### src/hdl/mtkte_pkg.sv
// Shared types, codes and letter tables for the multi-tap keypad text entry block.
// No dependencies; the front, queue, back and top-level files import this package.
`timescale 1ns / 1ps
`default_nettype none

package mtkte_pkg;

   // Input command codes.
   typedef enum logic [2:0] {
      CMD_PRESS     = 3'd0,
      CMD_TICK      = 3'd1,
      CMD_SPACE     = 3'd2,
      CMD_ENTER     = 3'd3,
      CMD_BACKSPACE = 3'd4,
      CMD_SHIFT     = 3'd5
   } cmd_type;

   // Result action codes.
   typedef enum logic [1:0] {
      ACT_APPEND  = 2'd0,
      ACT_DELETE  = 2'd1,
      ACT_PREVIEW = 2'd2
   } action_type;

   // Register map: byte address bits and register indexes.
   localparam int CSR_ADDR_BITS = 3;
   localparam logic CSR_IDX_TIMEOUT = 1'b0;
   localparam logic [15:0] TIMEOUT_RESET = 16'd800;

   // Queue between the front and back parts.
   localparam int QUEUE_DEPTH = 4;
   localparam int QUEUE_PTR_BITS = 2;

   localparam logic [6:0] ASCII_SPACE = 7'h20;
   localparam logic [6:0] ASCII_NEWLINE = 7'h0A;
   localparam logic [7:0] LOWER_OFFSET = 8'd32;

   // Upper-case letters of each key group; unused slots hold zero.
   localparam logic [7:0] LETTERS [8][4] = '{
      '{8'h41, 8'h42, 8'h43, 8'h00},
      '{8'h44, 8'h45, 8'h46, 8'h00},
      '{8'h47, 8'h48, 8'h49, 8'h00},
      '{8'h4A, 8'h4B, 8'h4C, 8'h00},
      '{8'h4D, 8'h4E, 8'h4F, 8'h00},
      '{8'h50, 8'h51, 8'h52, 8'h53},
      '{8'h54, 8'h55, 8'h56, 8'h00},
      '{8'h57, 8'h58, 8'h59, 8'h5A}
   };

   // One classified input item: up to two results plus the preview after the step.
   typedef struct packed {
      logic       two;
      action_type act0;
      logic [6:0] code0;
      action_type act1;
      logic [6:0] code1;
      logic       pv;
      logic [6:0] pc;
   } rec_type;

   // Number of letters on a key group.
   function automatic logic [2:0] group_size(input logic [2:0] grp);
      logic [2:0] size;
      size = ((grp == 3'd5) || (grp == 3'd7)) ? 3'd4 : 3'd3;
      return size;
   endfunction

   // ASCII of a letter in the given case.
   function automatic logic [6:0] letter_ascii(input logic [2:0] grp, input logic [1:0] idx,
                                               input logic upper);
      logic [7:0] c;
      c = LETTERS[grp][idx];
      if (!upper) begin
         c = c + LOWER_OFFSET;
      end
      return c[6:0];
   endfunction

endpackage

`default_nettype wire

### src/hdl/mtkte_if.sv
// Valid/ready channel interfaces for the keypad input words and result words.
// No dependencies.
`timescale 1ns / 1ps
`default_nettype none

interface mtkte_req_if;
   logic       valid;
   logic       ready;
   logic [2:0] cmd;
   logic [2:0] key_group;
   logic       shift_level;

   modport source (output valid, cmd, key_group, shift_level, input ready);
   modport sink (input valid, cmd, key_group, shift_level, output ready);
endinterface

interface mtkte_rsp_if;
   logic       valid;
   logic       ready;
   logic [1:0] action;
   logic [6:0] char_code;
   logic       preview_valid;
   logic [6:0] preview_char;
   logic       last;

   modport source (output valid, action, char_code, preview_valid, preview_char, last,
                   input ready);
   modport sink (input valid, action, char_code, preview_valid, preview_char, last,
                 output ready);
endinterface

`default_nettype wire

### src/hdl/mtkte_front.sv
// Front part: accepts keypad words, keeps the pending-letter state and classifies
// each word into a record of results. Depends on mtkte_pkg and mtkte_if.
`timescale 1ns / 1ps
`default_nettype none

module mtkte_front #(
   parameter int TIMER_BITS = 16
) (
   input  wire logic              clock,
   input  wire logic              reset,
   mtkte_req_if.sink              req,
   input  wire logic [15:0]       timeout,
   input  wire logic              queue_full,
   output      logic              push_valid,
   output      mtkte_pkg::rec_type push_data
);
   import mtkte_pkg::*;

   logic                  pend_valid_ff, pend_valid_in;
   logic [2:0]            group_ff, group_in;
   logic [1:0]            index_ff, index_in;
   logic                  upper_ff, upper_in;
   logic [TIMER_BITS-1:0] count_ff, count_in;
   logic                  accept;
   logic                  emit;
   logic [6:0]            cur_char;
   logic [6:0]            sep_char;
   logic [2:0]            idx_p1;
   rec_type               rec;

   assign req.ready = !queue_full;
   assign accept = req.valid && req.ready;
   assign cur_char = letter_ascii(group_ff, index_ff, upper_ff);
   assign idx_p1 = {1'b0, index_ff} + 3'd1;
   assign sep_char = (cmd_type'(req.cmd) == CMD_SPACE) ? ASCII_SPACE : ASCII_NEWLINE;

   // Next state and the results of the word on the input.
   always_comb begin
      pend_valid_in = pend_valid_ff;
      group_in = group_ff;
      index_in = index_ff;
      upper_in = upper_ff;
      count_in = count_ff;
      emit = 1'b0;
      rec = '0;
      rec.act0 = ACT_PREVIEW;
      rec.act1 = ACT_PREVIEW;
      unique case (cmd_type'(req.cmd))
         CMD_PRESS: begin
            emit = 1'b1;
            if (pend_valid_ff && (group_ff == req.key_group)) begin
               index_in = (idx_p1 == group_size(req.key_group)) ? 2'd0 : idx_p1[1:0];
            end else begin
               if (pend_valid_ff) begin
                  rec.two = 1'b1;
                  rec.act0 = ACT_APPEND;
                  rec.code0 = cur_char;
               end
               pend_valid_in = 1'b1;
               group_in = req.key_group;
               index_in = 2'd0;
            end
            count_in = TIMER_BITS'(timeout);
         end
         CMD_TICK: begin
            if (pend_valid_ff) begin
               if (count_ff <= TIMER_BITS'(1)) begin
                  emit = 1'b1;
                  rec.act0 = ACT_APPEND;
                  rec.code0 = cur_char;
                  pend_valid_in = 1'b0;
                  group_in = '0;
                  index_in = '0;
                  count_in = '0;
               end else begin
                  count_in = count_ff - TIMER_BITS'(1);
               end
            end
         end
         CMD_SPACE, CMD_ENTER: begin
            emit = 1'b1;
            if (pend_valid_ff) begin
               rec.two = 1'b1;
               rec.act0 = ACT_APPEND;
               rec.code0 = cur_char;
               rec.act1 = ACT_APPEND;
               rec.code1 = sep_char;
            end else begin
               rec.act0 = ACT_APPEND;
               rec.code0 = sep_char;
            end
            pend_valid_in = 1'b0;
            group_in = '0;
            index_in = '0;
            count_in = '0;
         end
         CMD_BACKSPACE: begin
            emit = 1'b1;
            if (pend_valid_ff) begin
               pend_valid_in = 1'b0;
               group_in = '0;
               index_in = '0;
               count_in = '0;
            end else begin
               rec.act0 = ACT_DELETE;
            end
         end
         CMD_SHIFT: begin
            emit = 1'b1;
            upper_in = req.shift_level;
         end
         default: begin
            emit = 1'b0;
         end
      endcase
      // The preview shows the state after the whole step.
      rec.pv = pend_valid_in;
      rec.pc = pend_valid_in ? letter_ascii(group_in, index_in, upper_in) : 7'd0;
   end

   assign push_valid = accept && emit;
   assign push_data = rec;

   // Pending-letter state advances on every accepted word.
   always_ff @(posedge clock) begin
      if (reset) begin
         pend_valid_ff <= 1'b0;
         group_ff <= '0;
         index_ff <= '0;
         upper_ff <= 1'b0;
         count_ff <= '0;
      end else if (accept) begin
         pend_valid_ff <= pend_valid_in;
         group_ff <= group_in;
         index_ff <= index_in;
         upper_ff <= upper_in;
         count_ff <= count_in;
      end
   end

endmodule

`default_nettype wire

### src/hdl/mtkte_queue.sv
// Short record queue that decouples the front and back parts.
// Depends on mtkte_pkg.
`timescale 1ns / 1ps
`default_nettype none

module mtkte_queue (
   input  wire logic               clock,
   input  wire logic               reset,
   input  wire logic               push_valid,
   input  wire mtkte_pkg::rec_type push_data,
   output      logic               full,
   output      logic               head_valid,
   output      mtkte_pkg::rec_type head_data,
   input  wire logic               pop
);
   import mtkte_pkg::*;

   rec_type                   entries_ff [QUEUE_DEPTH];
   logic [QUEUE_PTR_BITS-1:0] wr_ptr_ff, wr_ptr_in;
   logic [QUEUE_PTR_BITS-1:0] rd_ptr_ff, rd_ptr_in;
   logic [QUEUE_PTR_BITS:0]   count_ff, count_in;
   logic                      do_pop;

   assign full = (count_ff == (QUEUE_PTR_BITS+1)'(QUEUE_DEPTH));
   assign head_valid = (count_ff != '0);
   assign head_data = entries_ff[rd_ptr_ff];
   assign do_pop = pop && head_valid;

   // Pointer and occupancy update.
   always_comb begin
      wr_ptr_in = push_valid ? wr_ptr_ff + 1'b1 : wr_ptr_ff;
      rd_ptr_in = do_pop ? rd_ptr_ff + 1'b1 : rd_ptr_ff;
      count_in = count_ff;
      if (push_valid && !do_pop) begin
         count_in = count_ff + 1'b1;
      end else if (!push_valid && do_pop) begin
         count_in = count_ff - 1'b1;
      end
   end

   always_ff @(posedge clock) begin
      if (reset) begin
         wr_ptr_ff <= '0;
         rd_ptr_ff <= '0;
         count_ff <= '0;
      end else begin
         wr_ptr_ff <= wr_ptr_in;
         rd_ptr_ff <= rd_ptr_in;
         count_ff <= count_in;
      end
   end

   // Record storage.
   always_ff @(posedge clock) begin
      if (push_valid) begin
         entries_ff[wr_ptr_ff] <= push_data;
      end
   end

endmodule

`default_nettype wire

### src/hdl/mtkte_back.sv
// Back part: expands each queued record into one or two result words held in
// an output register. Depends on mtkte_pkg and mtkte_if.
`timescale 1ns / 1ps
`default_nettype none

module mtkte_back (
   input  wire logic               clock,
   input  wire logic               reset,
   input  wire logic               head_valid,
   input  wire mtkte_pkg::rec_type head_data,
   output      logic               pop,
   mtkte_rsp_if.source             rsp
);
   import mtkte_pkg::*;

   logic       phase_ff, phase_in;
   logic       valid_ff, valid_in;
   action_type action_ff, action_in;
   logic [6:0] code_ff, code_in;
   logic       pv_ff;
   logic [6:0] pc_ff;
   logic       last_ff, last_in;
   logic       out_free;
   logic       load;

   assign out_free = !valid_ff || rsp.ready;
   assign load = out_free && head_valid;

   // Pick the next result word of the head record.
   always_comb begin
      phase_in = phase_ff;
      pop = 1'b0;
      valid_in = out_free ? head_valid : valid_ff;
      if (phase_ff) begin
         action_in = head_data.act1;
         code_in = head_data.code1;
         last_in = 1'b1;
      end else begin
         action_in = head_data.act0;
         code_in = head_data.code0;
         last_in = !head_data.two;
      end
      if (load) begin
         if (!phase_ff && head_data.two) begin
            phase_in = 1'b1;
         end else begin
            phase_in = 1'b0;
            pop = 1'b1;
         end
      end
   end

   always_ff @(posedge clock) begin
      if (reset) begin
         phase_ff <= 1'b0;
         valid_ff <= 1'b0;
      end else begin
         phase_ff <= phase_in;
         valid_ff <= valid_in;
      end
   end

   // Output word register.
   always_ff @(posedge clock) begin
      if (load) begin
         action_ff <= action_in;
         code_ff <= code_in;
         pv_ff <= head_data.pv;
         pc_ff <= head_data.pc;
         last_ff <= last_in;
      end
   end

   assign rsp.valid = valid_ff;
   assign rsp.action = action_ff;
   assign rsp.char_code = code_ff;
   assign rsp.preview_valid = pv_ff;
   assign rsp.preview_char = pc_ff;
   assign rsp.last = last_ff;

endmodule

`default_nettype wire

### src/hdl/multi_tap_keypad_text_entry.sv
// Top level of the multi-tap keypad text entry block: register port, front part,
// record queue and back part. Depends on mtkte_pkg, mtkte_if and the mtkte_* modules.
`timescale 1ns / 1ps
`default_nettype none

// The block accepts one keypad word per clock cycle on req_chan while its queue
// is not full, and gives its result words on rsp_chan one per cycle while the
// receiver is ready. The first word of an item passes through the record queue
// and then the output register before it is presented. A key press that commits
// a different pending letter, and a space or enter that commits one, give two
// words; ticks that do not commit give none. A four-record queue between the
// classifier and the output register absorbs such bursts and output stalls;
// input ready falls only while that queue is full. The timeout register at byte
// address 0 may be written at any time the block is idle and takes effect on the
// next press.
module multi_tap_keypad_text_entry #(
   parameter int TIMER_BITS = 16
) (
   input  wire logic                                    clock,
   input  wire logic                                    reset,
   mtkte_req_if.sink                                    req_chan,
   mtkte_rsp_if.source                                  rsp_chan,
   input  wire logic                                    psel,
   input  wire logic                                    penable,
   input  wire logic                                    pwrite,
   input  wire logic [mtkte_pkg::CSR_ADDR_BITS-1:0]     paddr,
   input  wire logic [31:0]                             pwdata,
   output      logic [31:0]                             prdata,
   output      logic                                    pready
);
   import mtkte_pkg::*;

   logic [15:0] timeout_ff;
   logic        cfg_wr;
   logic        cfg_sel_timeout;
   logic        push_valid;
   rec_type     push_data;
   logic        q_full;
   logic        head_valid;
   rec_type     head_data;
   logic        q_pop;

   // Register port: always ready, one register.
   assign pready = 1'b1;
   assign cfg_wr = psel && penable && pwrite && pready;
   assign cfg_sel_timeout = (paddr[CSR_ADDR_BITS-1:2] == CSR_IDX_TIMEOUT);
   assign prdata = cfg_sel_timeout ? {16'd0, timeout_ff} : 32'd0;

   always_ff @(posedge clock) begin
      if (reset) begin
         timeout_ff <= TIMEOUT_RESET;
      end else if (cfg_wr && cfg_sel_timeout) begin
         timeout_ff <= pwdata[15:0];
      end
   end

   mtkte_front #(
      .TIMER_BITS(TIMER_BITS)
   ) u_front (
      .clock      (clock),
      .reset      (reset),
      .req        (req_chan),
      .timeout    (timeout_ff),
      .queue_full (q_full),
      .push_valid (push_valid),
      .push_data  (push_data)
   );

   mtkte_queue u_queue (
      .clock      (clock),
      .reset      (reset),
      .push_valid (push_valid),
      .push_data  (push_data),
      .full       (q_full),
      .head_valid (head_valid),
      .head_data  (head_data),
      .pop        (q_pop)
   );

   mtkte_back u_back (
      .clock      (clock),
      .reset      (reset),
      .head_valid (head_valid),
      .head_data  (head_data),
      .pop        (q_pop),
      .rsp        (rsp_chan)
   );

   // A record leaves the queue only as its final word is loaded.
   a_pop_on_last: assert property (@(posedge clock) disable iff (reset)
      q_pop |=> (rsp_chan.valid && rsp_chan.last))
      else $error("record popped without its final word");

   // The second word of a two-word record always follows the first.
   a_second_follows: assert property (@(posedge clock) disable iff (reset)
      (rsp_chan.valid && !rsp_chan.last) |=> rsp_chan.valid)
      else $error("first word of a pair not followed by its second");

   // A timeout write lands in the register.
   a_cfg_write: assert property (@(posedge clock) disable iff (reset)
      (cfg_wr && cfg_sel_timeout) |=> (timeout_ff == $past(pwdata[15:0])))
      else $error("timeout register write lost");

endmodule

`default_nettype wire
### src/flat_wrapper.sv
// flat-port wrapper written by rule: the top's interface ports become plain ports
module multi_tap_keypad_text_entry_flat import mtkte_pkg::*;
#(
   parameter int TIMER_BITS = 16
)
  (clock, reset, psel, penable, pwrite, paddr, pwdata, prdata, pready, req_chan_valid, req_chan_cmd, req_chan_key_group, req_chan_shift_level, req_chan_ready, rsp_chan_valid, rsp_chan_action, rsp_chan_char_code, rsp_chan_preview_valid, rsp_chan_preview_char, rsp_chan_last, rsp_chan_ready);
  mtkte_req_if req_chan_i ();
  mtkte_rsp_if rsp_chan_i ();
  input  wire logic clock;
  input  wire logic reset;
  input  wire logic psel;
  input  wire logic penable;
  input  wire logic pwrite;
  input  wire logic [mtkte_pkg::CSR_ADDR_BITS-1:0] paddr;
  input  wire logic [31:0] pwdata;
  output      logic [31:0] prdata;
  output      logic pready;
  input wire logic [$bits(req_chan_i.valid)-1:0] req_chan_valid;
  input wire logic [$bits(req_chan_i.cmd)-1:0] req_chan_cmd;
  input wire logic [$bits(req_chan_i.key_group)-1:0] req_chan_key_group;
  input wire logic [$bits(req_chan_i.shift_level)-1:0] req_chan_shift_level;
  output wire logic [$bits(req_chan_i.ready)-1:0] req_chan_ready;
  output wire logic [$bits(rsp_chan_i.valid)-1:0] rsp_chan_valid;
  output wire logic [$bits(rsp_chan_i.action)-1:0] rsp_chan_action;
  output wire logic [$bits(rsp_chan_i.char_code)-1:0] rsp_chan_char_code;
  output wire logic [$bits(rsp_chan_i.preview_valid)-1:0] rsp_chan_preview_valid;
  output wire logic [$bits(rsp_chan_i.preview_char)-1:0] rsp_chan_preview_char;
  output wire logic [$bits(rsp_chan_i.last)-1:0] rsp_chan_last;
  input wire logic [$bits(rsp_chan_i.ready)-1:0] rsp_chan_ready;
  assign req_chan_i.valid = req_chan_valid;
  assign req_chan_i.cmd = req_chan_cmd;
  assign req_chan_i.key_group = req_chan_key_group;
  assign req_chan_i.shift_level = req_chan_shift_level;
  assign req_chan_ready = req_chan_i.ready;
  assign rsp_chan_valid = rsp_chan_i.valid;
  assign rsp_chan_action = rsp_chan_i.action;
  assign rsp_chan_char_code = rsp_chan_i.char_code;
  assign rsp_chan_preview_valid = rsp_chan_i.preview_valid;
  assign rsp_chan_preview_char = rsp_chan_i.preview_char;
  assign rsp_chan_last = rsp_chan_i.last;
  assign rsp_chan_i.ready = rsp_chan_ready;
  multi_tap_keypad_text_entry #(.TIMER_BITS(TIMER_BITS)) u_core (.clock(clock), .reset(reset), .req_chan(req_chan_i), .rsp_chan(rsp_chan_i), .psel(psel), .penable(penable), .pwrite(pwrite), .paddr(paddr), .pwdata(pwdata), .prdata(prdata), .pready(pready));
endmodule
### config.mk
export PLATFORM = sky130hd
export DESIGN_NAME = multi_tap_keypad_text_entry_flat
export DESIGN_NICKNAME = d
export VERILOG_FILES = /design/src/hdl/mtkte_pkg.sv /design/src/hdl/mtkte_if.sv /design/src/hdl/mtkte_front.sv /design/src/hdl/mtkte_queue.sv /design/src/hdl/mtkte_back.sv /design/src/hdl/multi_tap_keypad_text_entry.sv /design/src/flat_wrapper.sv
export SDC_FILE = /design/constraint.sdc
export NUM_CORES = 1
export LEC_CHECK = 0
export BUFFER_PORTS_ARGS = -buffer_cell sky130_fd_sc_hd__clkbuf_2
export CORE_UTILIZATION = 54
export CTS_BUF_LIST = sky130_fd_sc_hd__clkbuf_4
export DETAILED_ROUTE_END_ITERATION = 10
export GPL_TIMING_DRIVEN = 0
export PLACE_DENSITY_LB_ADDON = 0.3
export RECOVER_POWER = 25
export SLEW_MARGIN = 5
export SYNTH_ARGS = -nofsm -noshare
export SYNTH_HDL_FRONTEND = slang
export SYNTH_SLANG_ARGS = --single-unit
### constraint.sdc
create_clock -name clock -period 3.4 [get_ports clock]
set_input_delay 0.51 -clock clock [delete_from_list [all_inputs] [get_ports clock]]
set_output_delay 0.51 -clock clock [all_outputs]
set_load 0.005 [all_outputs]
Word level (Yosys, flattened, before mapping)
Memories as Yosys holds them, arrays and structs flattened. A register that Yosys moved wholly into a read port is not among the register bits.
Index checks and enable logic that the tools add are counted.
{ "op_classes": {"n_reduce_logical": 27, "eq_ne": 12, "add_sub_neg": 8, "muxes": 62, "magnitude_cmp": 5, "bitwise_logic": 5} }
{ "ops": {"columns": ["operator", "count"], "rows": [
  ["$mux 32", 4],
  ["$mux 16", 4],
  ["$pmux 16 s4", 1],
  ["$mux 7", 9],
  ["$mux 9", 4],
  ["$bmux 8 s2", 2],
  ["$mux 3", 7],
  ["$pmux 7 s3", 1],
  ["$mux 10", 2],
  ["$mux 2", 9],
  ["$le 16x1->1 const B", 1],
  ["$pmux 2 s4", 2],
  ["$sub 16x1->16 const B", 1],
  ["$eq 3x3->1 const B", 5],
  ["$add 7x6->7 const B", 2],
  ["$mux 1", 12],
  ["$pmux 3 s4", 1],
  ["$logic_and 1x1->1", 11],
  ["$ge 4x4->1 const B", 2],
  ["$not 3->4", 2],
  ["$eq 3x2->1 const B", 2],
  ["$eq 3x3->1", 2],
  ["$ge 3x3->1 const B", 2],
  ["$logic_not 1->1", 6],
  ["other kinds (20)", 25]
]} }
{ "word_totals": {"register_bits": 66, "mem_bits_ro": 512, "out_inout_bits": 53, "elab_cells": 138, "ramBits": 108, "inputBits": 49, "mem_count": 3} }
{ "memory_table": {"columns": ["name", "words", "word_bits", "rd", "rd_ports_with_merged_regs", "wr", "line_no", "source"], "rows": [
  ["(name not given)", 8, 32, 1, 0, 0, "mtkte_pkg.sv:72", "c = LETTERS[grp][idx];"],
  ["(name not given)", 8, 32, 1, 0, 0, "mtkte_pkg.sv:72", null],
  ["u_core.u_queue.entries_ff", 4, 27, 1, 1, 1, "mtkte_queue.sv:18", "rec_type entries_ff [QUEUE_DEPTH];"]
]} }

Longest topological paths before layout
Gate-level depths: netlist (run 1).
{ "depth": {"ltp_word": 14, "ltp_mapped": 13, "ltp_nobuf": 12} }

Cells and area by module
Synthesis (run 1) repeated with hierarchy kept, for this count alone.
{ "unflattened": {"hier_cells": 677, "hier_area_um2": 8579.5} }
{ "modules_own_cells": {"columns": ["mod", "n_inst", "seq_area_each_um2", "area_each_um2", "cells_per_inst"], "rows": [
  ["mtkte_queue", 1, 3423.3, 4383.0, 185],
  ["mtkte_front", 1, 460.4, 2456.1, 347],
  ["multi_tap_keypad_text_entry", 1, 320.3, 972.2, 106],
  ["mtkte_back", 1, 580.6, 768.2, 39]
]} }

Worst setup path after synthesis (run 1)
Ideal clock, no wire load.
{ "synth_path": {"path_kind": "input -> register", "start": "input port req_chan_cmd[2]", "end": "memory u_core.u_queue.entries_ff[0][2] in the netlist's numbering (data pin)", "path_slack_ns": -0.017, "t_required_ns": 3.213, "path_buffers": 1, "setup_time_ns": 0.187, "arrival_ns": 3.230, "stages": 13, "cell_sequence": "buf_2 -> inv_1 -> ha_1 -> nor2_1 -> nor2_4 -> a22o_1 -> a31oi_2 -> inv_1 -> ha_1 -> nor3b_1 -> nand4b_1 -> or4_1 -> a31oi_1"} }
{ "synth_rtl": {"columns": ["element", "line_no", "source"], "rows": [
  ["start, declared", "flat_wrapper.sv:19", "input wire logic [$bits(req_chan_i.cmd)-1:0] req_chan_cmd;"],
  ["end, declared", "mtkte_queue.sv:18", null]
]} }

==> results.py, run 1 <==
metrics = {
    "sta": {
        "worst_pin_slew_ns": 1.17,
        "skew_ns": 0.0159,
        "setup_violations": 0,
        "period_needed_ns": 3.30,
        "fmax_ghz": 0.303,
        "rsz0062_at_grt": "false",
        "finalSetupTns_ns": 0,
        "hold_violations": 0,
        "max_slew_margin_pct": 22.3,
        "hold-worst-slack_ns": 0.142,
        "drv_slew": 0,
        "post-route-period-util_pct": 97.1,
    },
    "clock_network": {
        "cts_root_buf": "clkbuf_4",
        "cts_tree": "built",
        "cts_htree_levels": 4,
        "clk_latency_ns": 0.57,
        "clkTransAtPathRegs_ns": 0.13,
        "cts.sinks": 152,
        "clockBufferDepth": 2,
        "ctsHoldBuffers": 0,
        "cts_buffers": 17,
    },
    "global_routing": {
        "grt_max_degree": 22,
        "met1_usage_pct": 30.4,
        "grt_busiest_layer": "met2",
        "antenna_found_initial": 1,
        "grt_pass1_wl_um": 26800,
        "grt_pass1_vias": 5256,
        "overflow": 0,
        "grt_use_met2_pct": 41.3,
        "grtUsageMet3_pct": 4.76,
        "grt_usage_pct": 24.4,
    },
    "floorplanning": {
        "start_util_pct": 56.3,
        "dieArea_sq_mm": 0.0145,
        "io_pins": 102,
        "placeableCoreArea_sq_mm": 0.0135,
        "rows": 42,
        "die_x_um": 120,
        "dieHeight_um": 120,
    },
    "critical_path": {
        "worstRegToRegCells": 11,
        "cp_num_buf_inv": 4,
        "start_kind": "input pin",
        "cp_cell_sequence": "clkbuf_2 > clkbuf_2 > inv_1 > ha_1 > or2_2 > o32ai_4 > a22o_1 > a31oi_4 > inv_2 > ha_1 > nor3b_1 > nand4b_1 > or4_1 > a31oi_2",
        "rr_endpoint": "u_core.u_queue.entries_ff[0][2]$_DFFE_PP_",
        "max_stage_delay_ns": 0.45,
        "crit_arrival_ns": 3.68,
        "crit_type": "input pin to register",
        "cp.required_ns": 3.78,
        "cp_max_fo": 10,
        "r2r_start": "u_core.u_front.count_ff[12]$_SDFFE_PP0P_",
        "crit_family": "simple AND/OR/NAND/NOR gates",
        "cp_slowest_cell": "or4_1",
        "r2r_slack_ns": 0.16,
        "setup.worst_path.end_class": "register",
    },
    "power": {
        "clkPwrFrac_pct": 25.8,
        "seqPwrFrac_pct": 45.6,
        "finalPower_mw": 5.25,
        "p_leak_nw": 3.26,
        "internal_power_mw": 3.63,
        "switching_power_mw": 1.62,
        "ir_worst_vdd_mv": 0.213,
        "p_per_area_mw_per_mm2": 610,
        "p_comb_share_pct": 28.6,
        "switching_share_pct": 30.8,
    },
    "synthesis": {
        "postSynthCellCount": 664,
        "synthTopCellsByArea": "edfxtp_1, dfxtp_1, mux4_2",
        "yosys.area.top_type": "edfxtp_1",
        "synthDistinctLibCells": 69,
        "synth_ff_type": "edfxtp_1",
        "synth_edf_count": 102,
        "ys.warnings.count": 0,
        "syn_area_sq_mm": 0.00758,
        "ys_ff_latch": 152,
        "yosysSeqAreaShare_pct": 53.6,
        "avgSynthCellArea_sq_um": 11.4,
        "async_flop_share_pct": 0,
        "synth_top_area_share_pct": 40.4,
    },
    "flow_run": {
        "maxCapViolCount": 0,
    },
    "drt": {
        "route.detailed.drc": 0,
        "wl_um": 16500,
        "ant_nets": 0,
        "drtIter0Drc": 360,
        "wl_per_cell_um": 17.2,
        "via_per_inst": 5.68,
        "firstDrtPassIters": 6,
        "via_count": 5446,
    },
    "placement": {
        "io_buffers": 64,
        "hpwl_um": 12000,
        "place_congestion": 0.941,
        "dpl_cell_area_sq_mm": 0.00819,
    },
    "layout": {
        "post-route-util_pct": 64.0,
        "layout-drive-gt1-share_pct": 21.6,
        "finalInstanceArea_sq_mm": 0.00862,
        "areaGrowthSynthToFinish_pct": 13.7,
        "nets": 845,
        "nFillCells": 1075,
    },
    "worst_hold_path": {
        "hold_class": "input pin to register",
        "hold_path_depth": 3,
        "worstHoldStart": "pwdata[13]",
        "hold_path_end": "u_core.timeout_ff[13]$_SDFFE_PP0P_",
    },
    "outcome": {
        "status": "completed",
    },
}
## layout make-up
type                            count  area, sq um  share of cell area (%)
Clock buffer                       17          128                    1.48
Multi-Input combinational cell    452         3240                    37.6
Inverter                           25         96.3                    1.12
Sequential cell                   152         4060                    47.2
Tap cell                          176          220                    2.56
Buffer                             50          264                    3.06
Clock inverter                     14          229                    2.66
Antenna cell                        1         2.50                  0.0290
Timing Repair Buffer               72          369                    4.28
## flip-flops by register name, indices dropped and copies added, names as in the netlist, named ones only
register and flops:
u_core.u_back.rsp.valid 1, u_core.u_back.phase_ff 1, u_core.u_back.rsp.last 1, u_core.timeout_ff 16
u_core.u_front.group_ff 3, u_core.u_queue.entries_ff 84, u_core.u_back.rsp.action 2, u_core.u_front.count_ff 16
u_core.u_front.upper_ff 1, u_core.u_queue.count_ff 3, u_core.u_back.rsp.char_code 7, u_core.u_back.rsp.preview_char 7
u_core.u_back.rsp.preview_valid 1, u_core.u_front.index_ff 2, u_core.u_front.pend_valid_ff 1, u_core.u_queue.wr_ptr_ff 2
u_core.u_queue.rd_ptr_ff 2
## kinds of logic (layout without fill, tap and decap cells)
family / Yosys count / in the layout / share of synthesized area (%)
flops: 152 / 152 / 53.6
mux: 34 / 34 / 8.27
buf+inv: 75 / 178 / 4.74
fa+ha+maj: 26 / 26 / 4.39
compound gates: 139 / 139 / 12.2
other cells: 2 / 18 / 0.0991
xor+xnor: 13 / 13 / 1.50
simple gates: 223 / 223 / 15.1
## per-stage QoR
stage / setup WS, ns / instances
floorplan: 0.0329 / 679
global placement: -0.795 / 919
detailed placement: -0.875 / 920
CTS: 0.0540 / 953
global route: 0.0187 / 959
finish: 0.0991 / 959
## power groups by stage
stage          registers, mW  clock network [mW]  logic, mW
2_1_floorplan           2.43                   0       1.04
3_3_place_gp            2.43                   0       1.44
3_5_place_dp            2.44                   0       1.52
4_1_cts                 2.40                1.37       1.54
5_1_grt                 2.43                1.44       1.68
6_report                2.40                1.35       1.50
## worst max-delay path by stage
stage | startpoint | endpoint | cells past startpoint
6_report | req_chan_cmd[1] | u_core.u_queue.entries_ff[0][2]$_DFFE_PP_ | 14
5_1_grt | req_chan_cmd[1] | u_core.u_queue.entries_ff[2][2]$_DFFE_PP_ | 14
4_1_cts | req_chan_cmd[2] | u_core.u_queue.entries_ff[0][2]$_DFFE_PP_ | 14
3_5_place_dp | req_chan_cmd[1] | u_core.u_queue.entries_ff[0][2]$_DFFE_PP_ | 14
3_3_place_gp | req_chan_cmd[1] | u_core.u_queue.entries_ff[0][2]$_DFFE_PP_ | 14
2_1_floorplan | req_chan_cmd[2] | u_core.u_queue.entries_ff[0][2]$_DFFE_PP_ | 13
## synthesized netlist by cell type, types with 8 or more instances
| cell | number |
|---|---|
| a22oi_1 | 11 |
| a21oi_1 | 42 |
| clkbuf_1 | 23 |
| nand2_1 | 71 |
| mux4_2 | 22 |
| xor2_1 | 8 |
| o21ai_0 | 32 |
| edfxtp_1 | 102 |
| a211oi_1 | 16 |
| dfxtp_1 | 50 |
| inv_1 | 24 |
| and2_1 | 10 |
| buf_4 | 19 |
| nor2_1 | 57 |
| nor2b_1 | 23 |
| ha_1 | 25 |
| nor3_1 | 13 |
## per-layer routing
| layer | wire, um | vias up | part of all wire (%) |
|---|---|---|---|
| met5 | 0 | - | 0 |
| met3 | 787 | 35 | 4.8 |
| li1 | - | 2617 | - |
| met1 | 7150 | 2609 | 43 |
| met4 | 423 | 0 | 2.6 |
| met2 | 8140 | 185 | 49 |
## worst register-to-register path: stages (launching register included)
cell and delay [ns]:
dfxtp_1 0.39, nor4_4 0.36, buf_4 0.19, o2111ai_2 0.19
o21ai_4 0.22, nand2b_4 0.09, a22oi_1 0.23, ha_1 0.33
nor3b_1 0.16, nand4b_1 0.21, or4_1 0.45, a31oi_2 0.23
## placed cells by master, fill, tap and decap left out, types with 4 or more instances in the layout
cell,count
a211oi_1,16
a21oi_1,42
a22oi_1,11
a31oi_1,6
and2_1,8
and3_1,4
buf_1,5
buf_4,26
bufinv_16,6
clkbuf_1,29
clkbuf_2,60
clkbuf_4,17
conb_1,17
dfxtp_1,50
edfxtp_1,102
ha_1,24
inv_1,23
mux2_2,5
mux2i_1,6
mux4_2,22
nand2_1,71
nand2b_1,4
nand3_1,7
nand3b_1,4
nand4_1,4
nor2_1,56
nor2b_1,23
nor3_1,13
nor4_1,4
o21ai_0,32
or3_1,4
xnor2_1,5
xor2_1,8
## what timing repair did
| action | CTS | global route |
|---|---|---|
| pin swaps | 2 | 3 |
| endpoints found under the setup margin | 4 | 5 |
| resized for setup | 5 | 2 |
| buffers inserted | 2 | 5 |
Power figures use the tool's default switching activity.
==> run 2: changes to the inputs <==
ABC_AREA = 1   (was default)
SLEW_MARGIN = 10   (was 5)
==> results.py, run 2 <==
metrics = {
    "critical_path": {
        "start_kind": "register",
        "worstRegToRegCells": 19,
        "max_stage_delay_ns": 0.44,
        "r2r_slack_ns": 0.38,
        "cp_cell_sequence": "inv_1 > ha_1 > inv_1 > nand2_1 > nand2_1 > nor2_1 > nand2_1 > nor3_2 > inv_1 > nand2_1 > nand2_1 > inv_1 > ha_1 > inv_1 > fa_1 > a21oi_1 > o21ai_0 > o21ai_0 > a21oi_1",
        "crit_arrival_ns": 3.49,
        "setup.worst_path.end_class": "register",
        "cp_max_fo": 9,
        "r2r_start": "u_core.u_front.count_ff[0]$_SDFFE_PP0P_",
        "cp_slowest_cell": "fa_1",
        "rr_endpoint": "u_core.u_queue.count_ff[2]$_SDFFE_PP0P_",
        "cp.required_ns": 3.87,
        "crit_type": "register to register",
    },
    "synthesis": {
        "synth_most_common_cell": "nor2_1",
        "avgSynthCellArea_sq_um": 8.92,
        "postSynthCellCount": 836,
        "synth_edf_count": 102,
        "yosysSeqAreaShare_pct": 54.5,
        "ys.warnings.count": 0,
        "synth_ff_type": "edfxtp_1",
        "syn_area_sq_mm": 0.00745,
        "synth_commonest_cells": "nor2_1, nand2_1, inv_1",
        "async_flop_share_pct": 0,
        "ys_ff_latch": 152,
        "yosys.area.top_type": "edfxtp_1",
        "synth_top_area_share_pct": 41.1,
        "synthDistinctLibCells": 44,
        "synthTopCellsByArea": "edfxtp_1, dfxtp_1, nor2_1",
    },
    "power": {
        "p_per_area_mw_per_mm2": 618,
        "p_leak_nw": 3.61,
        "ir_worst_vdd_mv": 0.283,
        "finalPower_mw": 5.21,
    },
    "clock_network": {
        "cts_resized": 0,
        "clockBufferDepth": 2,
        "post-cts-setup-buffers": 0,
        "clkTransAtPathRegs_ns": 0.14,
        "clk_latency_ns": 0.57,
        "ctsHoldBuffers": 0,
        "cts_htree_levels": 4,
        "cts_root_buf": "clkbuf_4",
        "cts_buffers": 17,
        "cts_tree": "built",
        "cts.sinks": 152,
    },
    "global_routing": {
        "overflow": 0,
        "grt_pass1_wl_um": 25200,
        "grt_pass1_vias": 5228,
        "antenna_found_initial": 0,
        "grt_max_degree": 17,
        "grt_usage_pct": 22.9,
    },
    "sta": {
        "max_slew_margin_pct": 44.5,
        "setup_violations": 0,
        "fmax_ghz": 0.331,
        "post-route-period-util_pct": 88.9,
        "hold_violations": 0,
        "skew_ns": 0.0187,
        "period_needed_ns": 3.02,
        "worst_pin_slew_ns": 0.829,
        "hold-worst-slack_ns": 0.146,
        "drv_slew": 0,
    },
    "drt": {
        "drtIter0Drc": 457,
        "via_count": 5902,
        "wl_um": 15600,
        "ant_nets": 0,
        "route.detailed.drc": 0,
        "wl_per_cell_um": 13.8,
        "firstDrtPassIters": 5,
        "via_per_inst": 5.23,
    },
    "worst_hold_path": {
        "hold_class": "input pin to register",
        "hold_path_depth": 3,
        "worstHoldStart": "pwdata[8]",
        "hold_path_end": "u_core.timeout_ff[8]$_SDFFE_PP1P_",
    },
    "floorplanning": {
        "rows": 42,
        "start_util_pct": 55.8,
        "dieArea_sq_mm": 0.0143,
        "placeableCoreArea_sq_mm": 0.0133,
        "io_pins": 102,
        "die_x_um": 119,
        "dieHeight_um": 119,
    },
    "layout": {
        "finalInstanceArea_sq_mm": 0.00843,
        "largest_reg_flops": 84,
        "layout_common_cells": "nor2_1, nand2_1, inv_1",
        "nets": 1014,
        "largest_register": "u_core.u_queue.entries_ff",
        "reg_top3": "u_core.u_queue.entries_ff (84), u_core.timeout_ff (16), u_core.u_front.count_ff (16)",
        "layout_commonest_cell": "nor2_1",
        "ff_latch_area_sq_mm": 0.00406,
        "areaGrowthSynthToFinish_pct": 13.1,
        "num_antenna_cells": 0,
        "nFillCells": 1168,
        "layout-drive-gt1-share_pct": 14.8,
        "multiInputGateArea_sq_mm": 0.00280,
    },
    "placement": {
        "hpwl_um": 11200,
        "dpl_cell_area_sq_mm": 0.00814,
        "io_buffers": 64,
        "place_congestion": 0.875,
    },
    "flow_run": {
        "maxCapViolCount": 0,
    },
    "outcome": {
        "status": "completed",
    },
}
run 2: metrics by stage:
step	TNS, ns	worst slack (ns)	instances	utilization (%)
2_1_floorplan	0	0.580	851	-
3_3_place_gp	-20.73	-0.303	1091	60.3
3_5_place_dp	0	0.288	1096	61.0
4_1_cts	0	0.271	1128	63.3
5_1_grt	-0.0351	-0.0351	1128	63.2
6_report	0	0.376	1128	63.2
run 2: cell families after synthesis:
| kind of cell | share of synthesized area, % |
|---|---|
| and+or+nand+nor | 16.0 |
| xor gates and xnor gates | 1.06 |
| AOI/OAI and AO/OA | 14.8 |
| DFF | 54.5 |
| other | 0.101 |
| muxes | 0.151 |
| buffers and inverters | 8.91 |
| adders and majority gates | 4.46 |
run 2: cell type report:
type                    instances  share of cell area (%)
flip-flops and latches        152                    48.2
plain buffers                  52                    3.22
inverters                     104                    4.63
well taps                     176                    2.61
clock inverters                15                    2.18
multi-input cells             543                    33.2
clock buffers                  17                    1.51
repair buffers                 69                    4.49
run 2: layer usage:
layer | vias to the layer above | global-route usage (%) | share of wire (%)
met1 | 2694 | 30.6 | 45
met3 | 28 | 4.94 | 5.9
met4 | 0 | 9.53 | 1.8
li1 | 2980 | - | -
met2 | 200 | 36.3 | 47
met5 | - | 0 | 0
run 2: power by group:
| group | switching [mW] | total, mW | internal [mW] |
|---|---|---|---|
| clock | 0.714 | 1.18 | 0.465 |
| sequential | 0.0986 | 2.42 | 2.32 |
| combinational | 1.08 | 1.62 | 0.541 |
run 2: worst max-delay path: cells and delay by family, from the launching register on:
family	cells	cell delay [ns]
buf+inv	5	0.46
fa+ha+maj	3	0.86
simple gates	7	0.82
flops	1	0.34
compound gates	4	0.45
run 2: worst max-delay path by stage:
stage	cells after the start	start	slack [ns]	endpoint
6_report	19	u_core.u_front.count_ff[0]$_SDFFE_PP0P_	0.38	u_core.u_queue.count_ff[2]$_SDFFE_PP0P_
4_1_cts	19	u_core.u_front.count_ff[0]$_SDFFE_PP0P_	0.27	u_core.u_queue.count_ff[2]$_SDFFE_PP0P_
5_1_grt	19	u_core.u_front.count_ff[0]$_SDFFE_PP0P_	-0.04	u_core.u_queue.count_ff[2]$_SDFFE_PP0P_
2_1_floorplan	8	rsp_chan_ready	0.58	u_core.u_queue.count_ff[1]$_SDFFE_PP0P_
3_3_place_gp	10	req_chan_cmd[1]	-0.30	u_core.u_queue.entries_ff[3][1]$_DFFE_PP_
3_5_place_dp	17	req_chan_cmd[1]	0.29	u_core.u_queue.count_ff[2]$_SDFFE_PP0P_
